<file path="src/hw/rtl/tps_pkg.sv">
`default_nettype none

package tps_pkg;

    localparam int COORD_W   = 16;
    localparam int SLOT_W    = 4;
    localparam int CFG_IDX_W = 2;
    localparam int CFG_DATA_W = 16;

    // Slot compare width: covers the largest storage depth (64) plus one.
    localparam int SLOT_CMP_W = 7;

    // Item queue between front and back
    localparam int FIFO_DEPTH = 2;
    localparam int FIFO_PTR_W = $clog2(FIFO_DEPTH);
    localparam int FIFO_CNT_W = $clog2(FIFO_DEPTH + 1);

    // Configuration register indexes
    localparam logic [CFG_IDX_W-1:0] REG_SMOOTHING_NUM = 2'd0;
    localparam logic [CFG_IDX_W-1:0] REG_SMOOTHING_DEN = 2'd1;

    // Item classes decided by the front
    typedef logic [1:0] kind_t;
    localparam kind_t KIND_PASS   = 2'd0;  // invalid or out-of-range slot
    localparam kind_t KIND_PEN_UP = 2'd1;  // valid, zero pressure
    localparam kind_t KIND_PRESS  = 2'd2;  // valid, pressed

    typedef struct packed {
        kind_t               kind;
        logic [SLOT_W-1:0]   slot;
        logic [COORD_W-1:0]  x;
        logic [COORD_W-1:0]  y;
        logic [COORD_W-1:0]  pressure;
        logic                sample_valid;
    } item_t;

    // Effective blend weights: den never zero, num never above den
    typedef struct packed {
        logic [COORD_W-1:0] num;
        logic [COORD_W-1:0] den;
    } weights_t;

endpackage

`default_nettype wire

</file>
<file path="src/hw/rtl/tps_if.sv">
`default_nettype none

interface tps_in_if;
    logic                             valid;
    logic                             ready;
    logic [tps_pkg::SLOT_W-1:0]       slot;
    logic [tps_pkg::COORD_W-1:0]      x_in;
    logic [tps_pkg::COORD_W-1:0]      y_in;
    logic [tps_pkg::COORD_W-1:0]      pressure_in;
    logic                             sample_valid;

    modport source (output valid, slot, x_in, y_in, pressure_in, sample_valid, input ready);
    modport sink   (input valid, slot, x_in, y_in, pressure_in, sample_valid, output ready);
endinterface

interface tps_out_if;
    logic                             valid;
    logic                             ready;
    logic [tps_pkg::SLOT_W-1:0]       slot_out;
    logic [tps_pkg::COORD_W-1:0]      x_out;
    logic [tps_pkg::COORD_W-1:0]      y_out;
    logic [tps_pkg::COORD_W-1:0]      pressure_out;
    logic                             valid_out;

    modport source (output valid, slot_out, x_out, y_out, pressure_out, valid_out, input ready);
    modport sink   (input valid, slot_out, x_out, y_out, pressure_out, valid_out, output ready);
endinterface

interface tps_cfg_if;
    logic                               valid;
    logic                               ready;
    logic [tps_pkg::CFG_IDX_W-1:0]      index;
    logic [tps_pkg::CFG_DATA_W-1:0]     data;

    modport source (output valid, index, data, input ready);
    modport sink   (input valid, index, data, output ready);
endinterface

`default_nettype wire

</file>
<file path="src/hw/rtl/tps_front.sv">
`default_nettype none

// Input stage: registers one sample and tags it with its class.
module tps_front #(
    parameter int SLOTS = 16
) (
    input  wire logic                          clk,
    input  wire logic                          rst_n,
    input  wire logic                          in_valid,
    output      logic                          in_ready,
    input  wire logic [tps_pkg::SLOT_W-1:0]    in_slot,
    input  wire logic [tps_pkg::COORD_W-1:0]   in_x,
    input  wire logic [tps_pkg::COORD_W-1:0]   in_y,
    input  wire logic [tps_pkg::COORD_W-1:0]   in_pressure,
    input  wire logic                          in_sample_valid,
    output      logic                          push_valid,
    input  wire logic                          push_ready,
    output      tps_pkg::item_t                push_item
);

    localparam int CMP_W = tps_pkg::SLOT_CMP_W;

    logic           fr_valid_reg, fr_valid_next;
    tps_pkg::item_t item_reg, item_next;
    logic           in_range;
    logic           in_fire;

    assign in_range   = {{(CMP_W - tps_pkg::SLOT_W){1'b0}}, in_slot} < CMP_W'(SLOTS);
    assign in_ready   = !fr_valid_reg || push_ready;
    assign in_fire    = in_valid && in_ready;
    assign push_valid = fr_valid_reg;
    assign push_item  = item_reg;

    always_comb
    begin
        item_next              = item_reg;
        fr_valid_next          = fr_valid_reg;
        if (push_ready)
        begin
            fr_valid_next = 1'b0;
        end
        if (in_fire)
        begin
            fr_valid_next          = 1'b1;
            item_next.slot         = in_slot;
            item_next.x            = in_x;
            item_next.y            = in_y;
            item_next.pressure     = in_pressure;
            item_next.sample_valid = in_sample_valid;
            if (!in_sample_valid || !in_range)
            begin
                item_next.kind = tps_pkg::KIND_PASS;
            end
            else if (in_pressure == '0)
            begin
                item_next.kind = tps_pkg::KIND_PEN_UP;
            end
            else
            begin
                item_next.kind = tps_pkg::KIND_PRESS;
            end
        end
    end

    always_ff @(posedge clk or negedge rst_n)
    begin
        if (!rst_n)
        begin
            fr_valid_reg <= 1'b0;
        end
        else
        begin
            fr_valid_reg <= fr_valid_next;
        end
    end

    always_ff @(posedge clk)
    begin
        item_reg <= item_next;
    end

endmodule

`default_nettype wire

</file>
<file path="src/hw/rtl/tps_fifo.sv">
`default_nettype none

// Short item queue decoupling the front from the back.
module tps_fifo (
    input  wire logic           clk,
    input  wire logic           rst_n,
    input  wire logic           push_valid,
    output      logic           push_ready,
    input  wire tps_pkg::item_t push_item,
    output      logic           pop_valid,
    input  wire logic           pop_ready,
    output      tps_pkg::item_t pop_item
);

    localparam int PTR_W = tps_pkg::FIFO_PTR_W;
    localparam int CNT_W = tps_pkg::FIFO_CNT_W;

    tps_pkg::item_t         entry_mem [tps_pkg::FIFO_DEPTH];
    logic [PTR_W-1:0]       wr_ptr_reg, wr_ptr_next;
    logic [PTR_W-1:0]       rd_ptr_reg, rd_ptr_next;
    logic [CNT_W-1:0]       count_reg, count_next;
    logic                   push_fire, pop_fire;

    assign push_ready = count_reg != CNT_W'(tps_pkg::FIFO_DEPTH);
    assign pop_valid  = count_reg != '0;
    assign push_fire  = push_valid && push_ready;
    assign pop_fire   = pop_valid && pop_ready;
    assign pop_item   = entry_mem[rd_ptr_reg];

    always_comb
    begin
        wr_ptr_next = push_fire ? wr_ptr_reg + PTR_W'(1) : wr_ptr_reg;
        rd_ptr_next = pop_fire  ? rd_ptr_reg + PTR_W'(1) : rd_ptr_reg;
        count_next  = count_reg;
        if (push_fire && !pop_fire)
        begin
            count_next = count_reg + CNT_W'(1);
        end
        else if (pop_fire && !push_fire)
        begin
            count_next = count_reg - CNT_W'(1);
        end
    end

    always_ff @(posedge clk or negedge rst_n)
    begin
        if (!rst_n)
        begin
            wr_ptr_reg <= '0;
            rd_ptr_reg <= '0;
            count_reg  <= '0;
        end
        else
        begin
            wr_ptr_reg <= wr_ptr_next;
            rd_ptr_reg <= rd_ptr_next;
            count_reg  <= count_next;
        end
    end

    always_ff @(posedge clk)
    begin
        if (push_fire)
        begin
            entry_mem[wr_ptr_reg] <= push_item;
        end
    end

endmodule

`default_nettype wire

</file>
<file path="src/hw/rtl/tps_back.sv">
`default_nettype none

// Execution side: per-slot state, blend datapath and output register.
// Blend: one multiply per cycle, then a 16-step restoring divider, x then y.
module tps_back #(
    parameter int SLOTS = 16
) (
    input  wire logic                          clk,
    input  wire logic                          rst_n,
    input  wire tps_pkg::weights_t             weights,
    input  wire logic                          pop_valid,
    output      logic                          pop_ready,
    input  wire tps_pkg::item_t                pop_item,
    output      logic                          out_valid,
    input  wire logic                          out_ready,
    output      logic [tps_pkg::SLOT_W-1:0]    out_slot,
    output      logic [tps_pkg::COORD_W-1:0]   out_x,
    output      logic [tps_pkg::COORD_W-1:0]   out_y,
    output      logic [tps_pkg::COORD_W-1:0]   out_pressure,
    output      logic                          out_sample_valid
);

    localparam int CW     = tps_pkg::COORD_W;
    localparam int ACC_W  = 2 * CW;
    localparam int IDX_W  = (SLOTS > 1) ? $clog2(SLOTS) : 1;
    localparam int CMP_W  = tps_pkg::SLOT_CMP_W;
    localparam int CNT_W  = $clog2(CW);
    localparam logic [CNT_W-1:0] DIV_LAST = CNT_W'(CW - 1);

    localparam logic [2:0] ST_IDLE  = 3'd0;
    localparam logic [2:0] ST_READ  = 3'd1;
    localparam logic [2:0] ST_MUL_A = 3'd2;
    localparam logic [2:0] ST_MUL_B = 3'd3;
    localparam logic [2:0] ST_DIV   = 3'd4;
    localparam logic [2:0] ST_DONE  = 3'd5;

    logic [CW-1:0]       smooth_x_mem [SLOTS];
    logic [CW-1:0]       smooth_y_mem [SLOTS];
    logic [SLOTS-1:0]    pen_active_reg, pen_active_next;

    logic [2:0]          state_reg, state_next;
    tps_pkg::item_t      item_reg, item_next;
    logic [CW-1:0]       old_x_reg, old_y_reg;
    logic [ACC_W-1:0]    acc_reg, acc_next;
    logic [CNT_W-1:0]    cnt_reg, cnt_next;
    logic                axis_reg, axis_next;
    logic [CW-1:0]       res_x_reg, res_x_next;
    logic [CW-1:0]       res_y_reg, res_y_next;
    logic                wr_pending_reg, wr_pending_next;
    logic                act_we_reg, act_we_next;
    logic                act_val_reg, act_val_next;

    logic                out_valid_reg, out_valid_next;
    logic [tps_pkg::SLOT_W-1:0] out_slot_reg, out_slot_next;
    logic [CW-1:0]       out_x_reg, out_x_next;
    logic [CW-1:0]       out_y_reg, out_y_next;
    logic [CW-1:0]       out_p_reg, out_p_next;
    logic                out_sv_reg, out_sv_next;

    logic [CMP_W-1:0]    rd_slot_w, wr_slot_w;
    logic [IDX_W-1:0]    rd_idx, wr_idx;
    logic                mem_re, mem_we, out_free;
    logic [CW-1:0]       mul_old, mul_fresh, half_den;
    logic [ACC_W-1:0]    prod_a, prod_b;
    logic [CW:0]         trial, trial_sub;
    logic                q_bit;
    logic [CW-1:0]       new_rem, quotient;

    assign rd_slot_w = {{(CMP_W - tps_pkg::SLOT_W){1'b0}}, pop_item.slot};
    assign wr_slot_w = {{(CMP_W - tps_pkg::SLOT_W){1'b0}}, item_reg.slot};
    assign rd_idx    = rd_slot_w[IDX_W-1:0];
    assign wr_idx    = wr_slot_w[IDX_W-1:0];

    assign pop_ready = state_reg == ST_IDLE;
    assign mem_re    = pop_valid && pop_ready;
    assign out_free  = !out_valid_reg || out_ready;
    assign mem_we    = (state_reg == ST_DONE) && out_free && wr_pending_reg;

    assign mul_old   = axis_reg ? old_y_reg : old_x_reg;
    assign mul_fresh = axis_reg ? item_reg.y : item_reg.x;
    assign half_den  = weights.den >> 1;
    assign prod_a    = weights.num * mul_old;
    assign prod_b    = (weights.den - weights.num) * mul_fresh;

    // acc holds remainder in the upper half, dividend/quotient bits below
    assign trial     = {acc_reg[ACC_W-1:CW], acc_reg[CW-1]};
    assign trial_sub = trial - {1'b0, weights.den};
    assign q_bit     = trial >= {1'b0, weights.den};
    assign new_rem   = q_bit ? trial_sub[CW-1:0] : trial[CW-1:0];
    assign quotient  = {acc_reg[CW-2:0], q_bit};

    always_comb
    begin
        state_next      = state_reg;
        item_next       = item_reg;
        acc_next        = acc_reg;
        cnt_next        = cnt_reg;
        axis_next       = axis_reg;
        res_x_next      = res_x_reg;
        res_y_next      = res_y_reg;
        wr_pending_next = wr_pending_reg;
        act_we_next     = act_we_reg;
        act_val_next    = act_val_reg;
        pen_active_next = pen_active_reg;
        out_valid_next  = out_ready ? 1'b0 : out_valid_reg;
        out_slot_next   = out_slot_reg;
        out_x_next      = out_x_reg;
        out_y_next      = out_y_reg;
        out_p_next      = out_p_reg;
        out_sv_next     = out_sv_reg;

        case (state_reg)
            ST_IDLE:
            begin
                if (pop_valid)
                begin
                    item_next  = pop_item;
                    state_next = ST_READ;
                end
            end
            ST_READ:
            begin
                res_x_next      = item_reg.x;
                res_y_next      = item_reg.y;
                axis_next       = 1'b0;
                wr_pending_next = 1'b0;
                act_we_next     = 1'b0;
                act_val_next    = 1'b0;
                state_next      = ST_DONE;
                case (item_reg.kind)
                    tps_pkg::KIND_PEN_UP:
                    begin
                        wr_pending_next = 1'b1;
                        act_we_next     = 1'b1;
                    end
                    tps_pkg::KIND_PRESS:
                    begin
                        wr_pending_next = 1'b1;
                        if (pen_active_reg[wr_idx])
                        begin
                            state_next = ST_MUL_A;
                        end
                        else
                        begin
                            act_we_next  = 1'b1;
                            act_val_next = 1'b1;
                        end
                    end
                    default:
                    begin
                        state_next = ST_DONE;
                    end
                endcase
            end
            ST_MUL_A:
            begin
                acc_next   = prod_a + {{CW{1'b0}}, half_den};
                state_next = ST_MUL_B;
            end
            ST_MUL_B:
            begin
                // sum stays below den * 2^16, so quotient fits 16 bits
                acc_next   = acc_reg + prod_b;
                cnt_next   = '0;
                state_next = ST_DIV;
            end
            ST_DIV:
            begin
                acc_next = {new_rem, quotient};
                cnt_next = cnt_reg + CNT_W'(1);
                if (cnt_reg == DIV_LAST)
                begin
                    if (!axis_reg)
                    begin
                        res_x_next = quotient;
                        axis_next  = 1'b1;
                        state_next = ST_MUL_A;
                    end
                    else
                    begin
                        res_y_next = quotient;
                        state_next = ST_DONE;
                    end
                end
            end
            ST_DONE:
            begin
                if (out_free)
                begin
                    out_valid_next = 1'b1;
                    out_slot_next  = item_reg.slot;
                    out_x_next     = res_x_reg;
                    out_y_next     = res_y_reg;
                    out_p_next     = item_reg.pressure;
                    out_sv_next    = item_reg.sample_valid;
                    if (act_we_reg)
                    begin
                        pen_active_next[wr_idx] = act_val_reg;
                    end
                    state_next = ST_IDLE;
                end
            end
            default:
            begin
                state_next = ST_IDLE;
            end
        endcase
    end

    always_ff @(posedge clk or negedge rst_n)
    begin
        if (!rst_n)
        begin
            state_reg      <= ST_IDLE;
            pen_active_reg <= '0;
            out_valid_reg  <= 1'b0;
            wr_pending_reg <= 1'b0;
            act_we_reg     <= 1'b0;
        end
        else
        begin
            state_reg      <= state_next;
            pen_active_reg <= pen_active_next;
            out_valid_reg  <= out_valid_next;
            wr_pending_reg <= wr_pending_next;
            act_we_reg     <= act_we_next;
        end
    end

    always_ff @(posedge clk)
    begin
        item_reg     <= item_next;
        acc_reg      <= acc_next;
        cnt_reg      <= cnt_next;
        axis_reg     <= axis_next;
        res_x_reg    <= res_x_next;
        res_y_reg    <= res_y_next;
        act_val_reg  <= act_val_next;
        out_slot_reg <= out_slot_next;
        out_x_reg    <= out_x_next;
        out_y_reg    <= out_y_next;
        out_p_reg    <= out_p_next;
        out_sv_reg   <= out_sv_next;
    end

    // Smoothed point store: one write port, one registered read port
    always_ff @(posedge clk)
    begin
        if (mem_we)
        begin
            smooth_x_mem[wr_idx] <= res_x_reg;
            smooth_y_mem[wr_idx] <= res_y_reg;
        end
        if (mem_re)
        begin
            old_x_reg <= smooth_x_mem[rd_idx];
            old_y_reg <= smooth_y_mem[rd_idx];
        end
    end

    assign out_valid        = out_valid_reg;
    assign out_slot         = out_slot_reg;
    assign out_x            = out_x_reg;
    assign out_y            = out_y_reg;
    assign out_pressure     = out_p_reg;
    assign out_sample_valid = out_sv_reg;

endmodule

`default_nettype wire

</file>
<file path="src/hw/rtl/touch_point_iir_smoother_core.sv">
// Touch point smoother: first-order IIR smoothing of x/y per contact slot.
// Channels:
//   in_ch  - one touch sample per transfer (slot, x, y, pressure, valid flag).
//   out_ch - exactly one result per input transfer, in input order.
//   cfg_ch - register writes: index 0 smoothing numerator, index 1
//            denominator; other indexes are dropped. Always ready; write
//            only while no sample is in flight.
// Each sample passes the input register, the queue, the back-end slot
//   lookup and the output register; a blended sample also passes the blend.
// Back end: it handles one item at a time. A blended sample goes through
//   slot lookup, then per axis the multiply states MUL_A and MUL_B and
//   the shared restoring divider. Other samples go from slot lookup
//   straight to the output register.
// A two-entry queue sits between the input register and the back end, so
//   the input keeps taking samples while a result waits on a stalled
//   receiver; when the queue and the input register fill, in_ch.ready drops.
// Reset: clears all pen-active flags and the queue, numerator to 0,
//   denominator to 1. Stored points need no clearing; they are used only
//   after a pen-down sample has written them.
`default_nettype none

module touch_point_iir_smoother_core #(
    parameter int SLOTS = 16
) (
    input  wire logic    clk,
    input  wire logic    rst_n,
    tps_in_if.sink       in_ch,
    tps_out_if.source    out_ch,
    tps_cfg_if.sink      cfg_ch
);

    // Configuration registers
    logic [tps_pkg::CFG_DATA_W-1:0] num_reg, num_next;
    logic [tps_pkg::CFG_DATA_W-1:0] den_reg, den_next;
    logic [tps_pkg::COORD_W-1:0]    den_eff;
    tps_pkg::weights_t              weights;

    // Front to queue, queue to back
    logic           push_valid, push_ready;
    tps_pkg::item_t push_item;
    logic           pop_valid, pop_ready;
    tps_pkg::item_t pop_item;

    assign cfg_ch.ready = 1'b1;

    always_comb
    begin
        num_next = num_reg;
        den_next = den_reg;
        if (cfg_ch.valid)
        begin
            case (cfg_ch.index)
                tps_pkg::REG_SMOOTHING_NUM: num_next = cfg_ch.data;
                tps_pkg::REG_SMOOTHING_DEN: den_next = cfg_ch.data;
                default:
                begin
                    num_next = num_reg;
                end
            endcase
        end
    end

    always_ff @(posedge clk or negedge rst_n)
    begin
        if (!rst_n)
        begin
            num_reg <= '0;
            den_reg <= tps_pkg::CFG_DATA_W'(1);
        end
        else
        begin
            num_reg <= num_next;
            den_reg <= den_next;
        end
    end

    // Zero denominator acts as one; numerator clamps to the denominator
    assign den_eff     = (den_reg == '0) ? tps_pkg::COORD_W'(1) : den_reg;
    assign weights.den = den_eff;
    assign weights.num = (num_reg > den_eff) ? den_eff : num_reg;

    tps_front #(
        .SLOTS (SLOTS)
    ) u_front (
        .clk             (clk),
        .rst_n           (rst_n),
        .in_valid        (in_ch.valid),
        .in_ready        (in_ch.ready),
        .in_slot         (in_ch.slot),
        .in_x            (in_ch.x_in),
        .in_y            (in_ch.y_in),
        .in_pressure     (in_ch.pressure_in),
        .in_sample_valid (in_ch.sample_valid),
        .push_valid      (push_valid),
        .push_ready      (push_ready),
        .push_item       (push_item)
    );

    tps_fifo u_fifo (
        .clk        (clk),
        .rst_n      (rst_n),
        .push_valid (push_valid),
        .push_ready (push_ready),
        .push_item  (push_item),
        .pop_valid  (pop_valid),
        .pop_ready  (pop_ready),
        .pop_item   (pop_item)
    );

    tps_back #(
        .SLOTS (SLOTS)
    ) u_back (
        .clk              (clk),
        .rst_n            (rst_n),
        .weights          (weights),
        .pop_valid        (pop_valid),
        .pop_ready        (pop_ready),
        .pop_item         (pop_item),
        .out_valid        (out_ch.valid),
        .out_ready        (out_ch.ready),
        .out_slot         (out_ch.slot_out),
        .out_x            (out_ch.x_out),
        .out_y            (out_ch.y_out),
        .out_pressure     (out_ch.pressure_out),
        .out_sample_valid (out_ch.valid_out)
    );

endmodule

`default_nettype wire

</file>
<file path="src/flat_wrapper.sv">
// flat-port wrapper written by rule: the top's interface ports become plain ports
module touch_point_iir_smoother_core_flat 
#(
    parameter int SLOTS = 16
)
  (clk, rst_n, in_ch_valid, in_ch_slot, in_ch_x_in, in_ch_y_in, in_ch_pressure_in, in_ch_sample_valid, in_ch_ready, out_ch_valid, out_ch_slot_out, out_ch_x_out, out_ch_y_out, out_ch_pressure_out, out_ch_valid_out, out_ch_ready, cfg_ch_valid, cfg_ch_index, cfg_ch_data, cfg_ch_ready);
  tps_in_if in_ch_i ();
  tps_out_if out_ch_i ();
  tps_cfg_if cfg_ch_i ();
  input  wire logic clk;
  input  wire logic rst_n;
  input wire logic [$bits(in_ch_i.valid)-1:0] in_ch_valid;
  input wire logic [$bits(in_ch_i.slot)-1:0] in_ch_slot;
  input wire logic [$bits(in_ch_i.x_in)-1:0] in_ch_x_in;
  input wire logic [$bits(in_ch_i.y_in)-1:0] in_ch_y_in;
  input wire logic [$bits(in_ch_i.pressure_in)-1:0] in_ch_pressure_in;
  input wire logic [$bits(in_ch_i.sample_valid)-1:0] in_ch_sample_valid;
  output wire logic [$bits(in_ch_i.ready)-1:0] in_ch_ready;
  output wire logic [$bits(out_ch_i.valid)-1:0] out_ch_valid;
  output wire logic [$bits(out_ch_i.slot_out)-1:0] out_ch_slot_out;
  output wire logic [$bits(out_ch_i.x_out)-1:0] out_ch_x_out;
  output wire logic [$bits(out_ch_i.y_out)-1:0] out_ch_y_out;
  output wire logic [$bits(out_ch_i.pressure_out)-1:0] out_ch_pressure_out;
  output wire logic [$bits(out_ch_i.valid_out)-1:0] out_ch_valid_out;
  input wire logic [$bits(out_ch_i.ready)-1:0] out_ch_ready;
  input wire logic [$bits(cfg_ch_i.valid)-1:0] cfg_ch_valid;
  input wire logic [$bits(cfg_ch_i.index)-1:0] cfg_ch_index;
  input wire logic [$bits(cfg_ch_i.data)-1:0] cfg_ch_data;
  output wire logic [$bits(cfg_ch_i.ready)-1:0] cfg_ch_ready;
  assign in_ch_i.valid = in_ch_valid;
  assign in_ch_i.slot = in_ch_slot;
  assign in_ch_i.x_in = in_ch_x_in;
  assign in_ch_i.y_in = in_ch_y_in;
  assign in_ch_i.pressure_in = in_ch_pressure_in;
  assign in_ch_i.sample_valid = in_ch_sample_valid;
  assign in_ch_ready = in_ch_i.ready;
  assign out_ch_valid = out_ch_i.valid;
  assign out_ch_slot_out = out_ch_i.slot_out;
  assign out_ch_x_out = out_ch_i.x_out;
  assign out_ch_y_out = out_ch_i.y_out;
  assign out_ch_pressure_out = out_ch_i.pressure_out;
  assign out_ch_valid_out = out_ch_i.valid_out;
  assign out_ch_i.ready = out_ch_ready;
  assign cfg_ch_i.valid = cfg_ch_valid;
  assign cfg_ch_i.index = cfg_ch_index;
  assign cfg_ch_i.data = cfg_ch_data;
  assign cfg_ch_ready = cfg_ch_i.ready;
  touch_point_iir_smoother_core #(.SLOTS(SLOTS)) u_core (.clk(clk), .rst_n(rst_n), .in_ch(in_ch_i), .out_ch(out_ch_i), .cfg_ch(cfg_ch_i));
endmodule
</file>
<file path="config.mk">
export PLATFORM = sky130hd
export DESIGN_NAME = touch_point_iir_smoother_core_flat
export DESIGN_NICKNAME = d
export VERILOG_FILES = /design/src/hw/rtl/tps_pkg.sv /design/src/hw/rtl/tps_if.sv /design/src/hw/rtl/tps_front.sv /design/src/hw/rtl/tps_fifo.sv /design/src/hw/rtl/tps_back.sv /design/src/hw/rtl/touch_point_iir_smoother_core.sv /design/src/flat_wrapper.sv
export SDC_FILE = /design/constraint.sdc
export NUM_CORES = 2
export LEC_CHECK = 0
export CORE_UTILIZATION = 65
export DETAILED_ROUTE_END_ITERATION = 7
export DONT_BUFFER_PORTS = 1
export PLACE_DENSITY = 0.91
export SYNTH_ARGS = -nofsm -noshare
export SYNTH_HDL_FRONTEND = slang
export SYNTH_SLANG_ARGS = --single-unit
</file>
<file path="constraint.sdc">
create_clock -name clk -period 13.45 [get_ports clk]
set_input_delay 2.69 -clock clk [delete_from_list [all_inputs] [get_ports clk]]
set_output_delay 2.69 -clock clk [all_outputs]
set_load 0.005 [all_outputs]
</file>
==> reports/results.txt <==
Min cycle time layout: 12.58 ns
Initial antenna violation count: 4
Hold Buf Count CTS: 0
Hold Fails Final Rpt: 0
# Post-CTS Setup Buffers: 0
Top_reg_cell synth: edfxtp_1
Worst stage delay on the critical path: 0.93 ns
Clk sink count: 946
Nets: 5,749
Critical setup path kind: reg2reg
Slew @ Worst Pin: 1.53 ns
Die ar.: 89,900 um^2
CP max stage cell: xor2_1
Post-CTS Resized: 0
Syn nets: 5,796
Failing checks: capacitance limit, slew limit
Crit Path Max Fanout: 11
Clk buf depth: 3
Largest net degree at the start of global routing: 184
Critical path launch point type: flop
Clock Latency Late Sink: 0.70 ns
Max Cap Violations: 2
Largest regs: u_core.u_back.smooth_x_mem: 256 flops, u_core.u_back.smooth_y_mem: 256 flops, u_core.u_fifo.entry_mem: 110 flops
Post-route ant nets: 0
Vias: 40,100
Setup_tns: 0 ns
Vias in the first global route: 40,900
Drt wl/cell: 26.3 um
IO Pins: 132
Initial DRC count: 5,633
CP endpoint kind: flop
Layout area overhead: 7.25%
Async SR Flop Fraction: 6.24%
Setup-failing EPs final: 0
Initial Util: 66.0%
Die width: 300 um
GRT Residual Overflow: 0
Outcome: complete, but fails checks
Library cells used by synthesis: 66
Mapped Area: 57,600 um^2
Fmax: 0.0795 GHz
CTS Root Cell: clkbuf_16
Die height: 300 um
Placer Congestion: 1.03
DR pass1 iterations: 6
CTS buffer count: 89
Final Slew Violations: 22
Cells after Synth: 4,960
YS warnings: 0
Clock Skew: 0.0497 ns
WL final: 161,000 um
Cell Rows: 108
H-tree level count: 3
Post-synth EDFFs: 887
Fillers: 5,460
# DRC: 0
Period utilization: 93.5%
Rel. slew slack: -2.70%
Layout cells sized above 1: 7.70%
I/O Buffers: 0
Dpl hpwl: 106,000 um
First-pass GRT wire length: 243,000 um
#FFs+latches synth: 946
Global Route Usage Sum: 36.2%
Clock-pin slew on the worst setup and hold paths: 0.06 ns
Sequential area share after synthesis: 48.8%
Core ar.: 87,300 um^2
TritonCTS clock tree: yes
Via/cell ratio: 6.53
Req. time, crit path: 13.81 ns
Unrepaired setup endpoints after global routing: no
Critical path arrival: 12.93 ns
Post-synthesis area per instance: 11.6 um^2
HP Class: reg2reg
area by class of cell:
type / instances / area [um^2] / share of cell area, %
Clock inverter: 39 / 320 / 0.518
Multi-Input combinational cell: 3105 / 26300 / 42.5
Inverter: 698 / 2630 / 4.26
Timing Repair Buffer: 73 / 561 / 0.907
Sequential cell: 946 / 28100 / 45.5
Tap cell: 1155 / 1450 / 2.34
Clock buffer: 124 / 2440 / 3.95
Antenna cell: 2 / 5.00 / 0.00810
final timing paths:
kind / end / start / cells past startpoint / slack, ns
max in group asynchronous: u_core.den_reg[0] / rst_n / 0 / 11.52
worst max register to register: u_core.u_back.acc_reg[30] / u_core.den_reg[1] / 44 / 0.87
min in group asynchronous: u_core.u_back.pen_active_reg[0] / rst_n / 0 / 1.69
worst min-delay path: u_core.u_back.out_pressure[9] / u_core.u_back.item_reg[10] / 0 / 0.41
worst min register to register: u_core.u_back.out_pressure[9] / u_core.u_back.item_reg[10] / 0 / 0.41
worst max-delay path: u_core.u_back.acc_reg[30] / u_core.den_reg[1] / 44 / 0.87
metal layers:
layer  up-vias  part of all wire, %  GRT usage [%]  wire length [um]
met2      3489                   45           55.7             73300
met4         2                  6.3           18.7             10100
met3       682                   14           10.4             22800
met5         -               0.0081              0                13
met1     19500                   34           47.3             55200
li1      16400                    -              -                 -
logic make-up after synthesis:
family | Yosys count | share of synthesized area [%]
muxes | 175 | 3.46
buffers and inverters | 909 | 5.93
AOI/OAI and AO/OA | 364 | 4.52
and+or+nand+nor | 1694 | 12.5
xor gates and xnor gates | 111 | 1.69
other | 1 | 0.00651
adders and majority gates | 760 | 23.2
DFF | 946 | 48.8
critical path: cells and delay by family, from the launching register on:
family | cells | cell delay (ns)
AND/OR/NAND/NOR | 3 | 0.68
buffers and inverters | 6 | 0.53
XOR/XNOR | 2 | 1.09
multiplexers | 1 | 0.46
flip-flops | 1 | 0.48
adder cells (fa/ha/maj) | 9 | 3.83
AO/OA/AOI/OAI | 23 | 5.16
metrics by stage:
stage / instances / utilization, % / hold slack (ns) / setup slack (ns) / area [um^2]
6_report: 6142 / 70.8 / 0.413 / 0.872 / 61800
3_5_place_dp: 5977 / 67.7 / 0.405 / 1.26 / 59100
5_1_grt: 6141 / 70.8 / 0.432 / 0.107 / 61800
2_1_floorplan: 4960 / - / 0.400 / 2.70 / 57600
4_1_cts: 6140 / 70.8 / 0.422 / 1.20 / 61800
3_3_place_gp: 5977 / 67.7 / 0.405 / 1.57 / 59100
Yosys cell counts, types with 20 or more instances:
cell type,n,area (um^2)
inv_1,697,2620
a311oi_1,64,561
nand2b_1,45,282
a21oi_1,66,330
o21ai_0,39,195
xnor2_1,67,587
and3_1,45,282
dfrtp_1,58,1450
and2_1,28,175
nand2_1,892,3350
mux2_2,139,1570
nor2_1,318,1190
nor3_1,27,135
a31oi_1,38,238
a21o_1,43,323
nand3_1,289,1450
nor2b_1,20,125
clkbuf_1,190,713
fa_1,512,10200
ha_1,248,3100
mux2i_1,28,280
edfxtp_1,887,26600
xor2_1,44,385
cells in the final DEF (no fill, tap or decap), drive strengths merged, types with 38 or more instances in the layout:
cell type,netlist,layout
mux2,142,142
clkbuf,190,124
inv,697,702
fa,512,512
a21o,43,43
edfxtp,887,887
and3,45,45
o21ai,41,41
nor2,318,318
a31oi,38,38
a311oi,64,64
buf,21,73
xnor2,67,67
a21oi,66,66
dfrtp,58,58
nand3,289,289
ha,248,248
nand2,892,892
xor2,44,44
nand2b,45,45
Power is left out: the tool's default activity adds up to more than one toggle a clock period on the data nets, which glitch-free logic cannot reach.
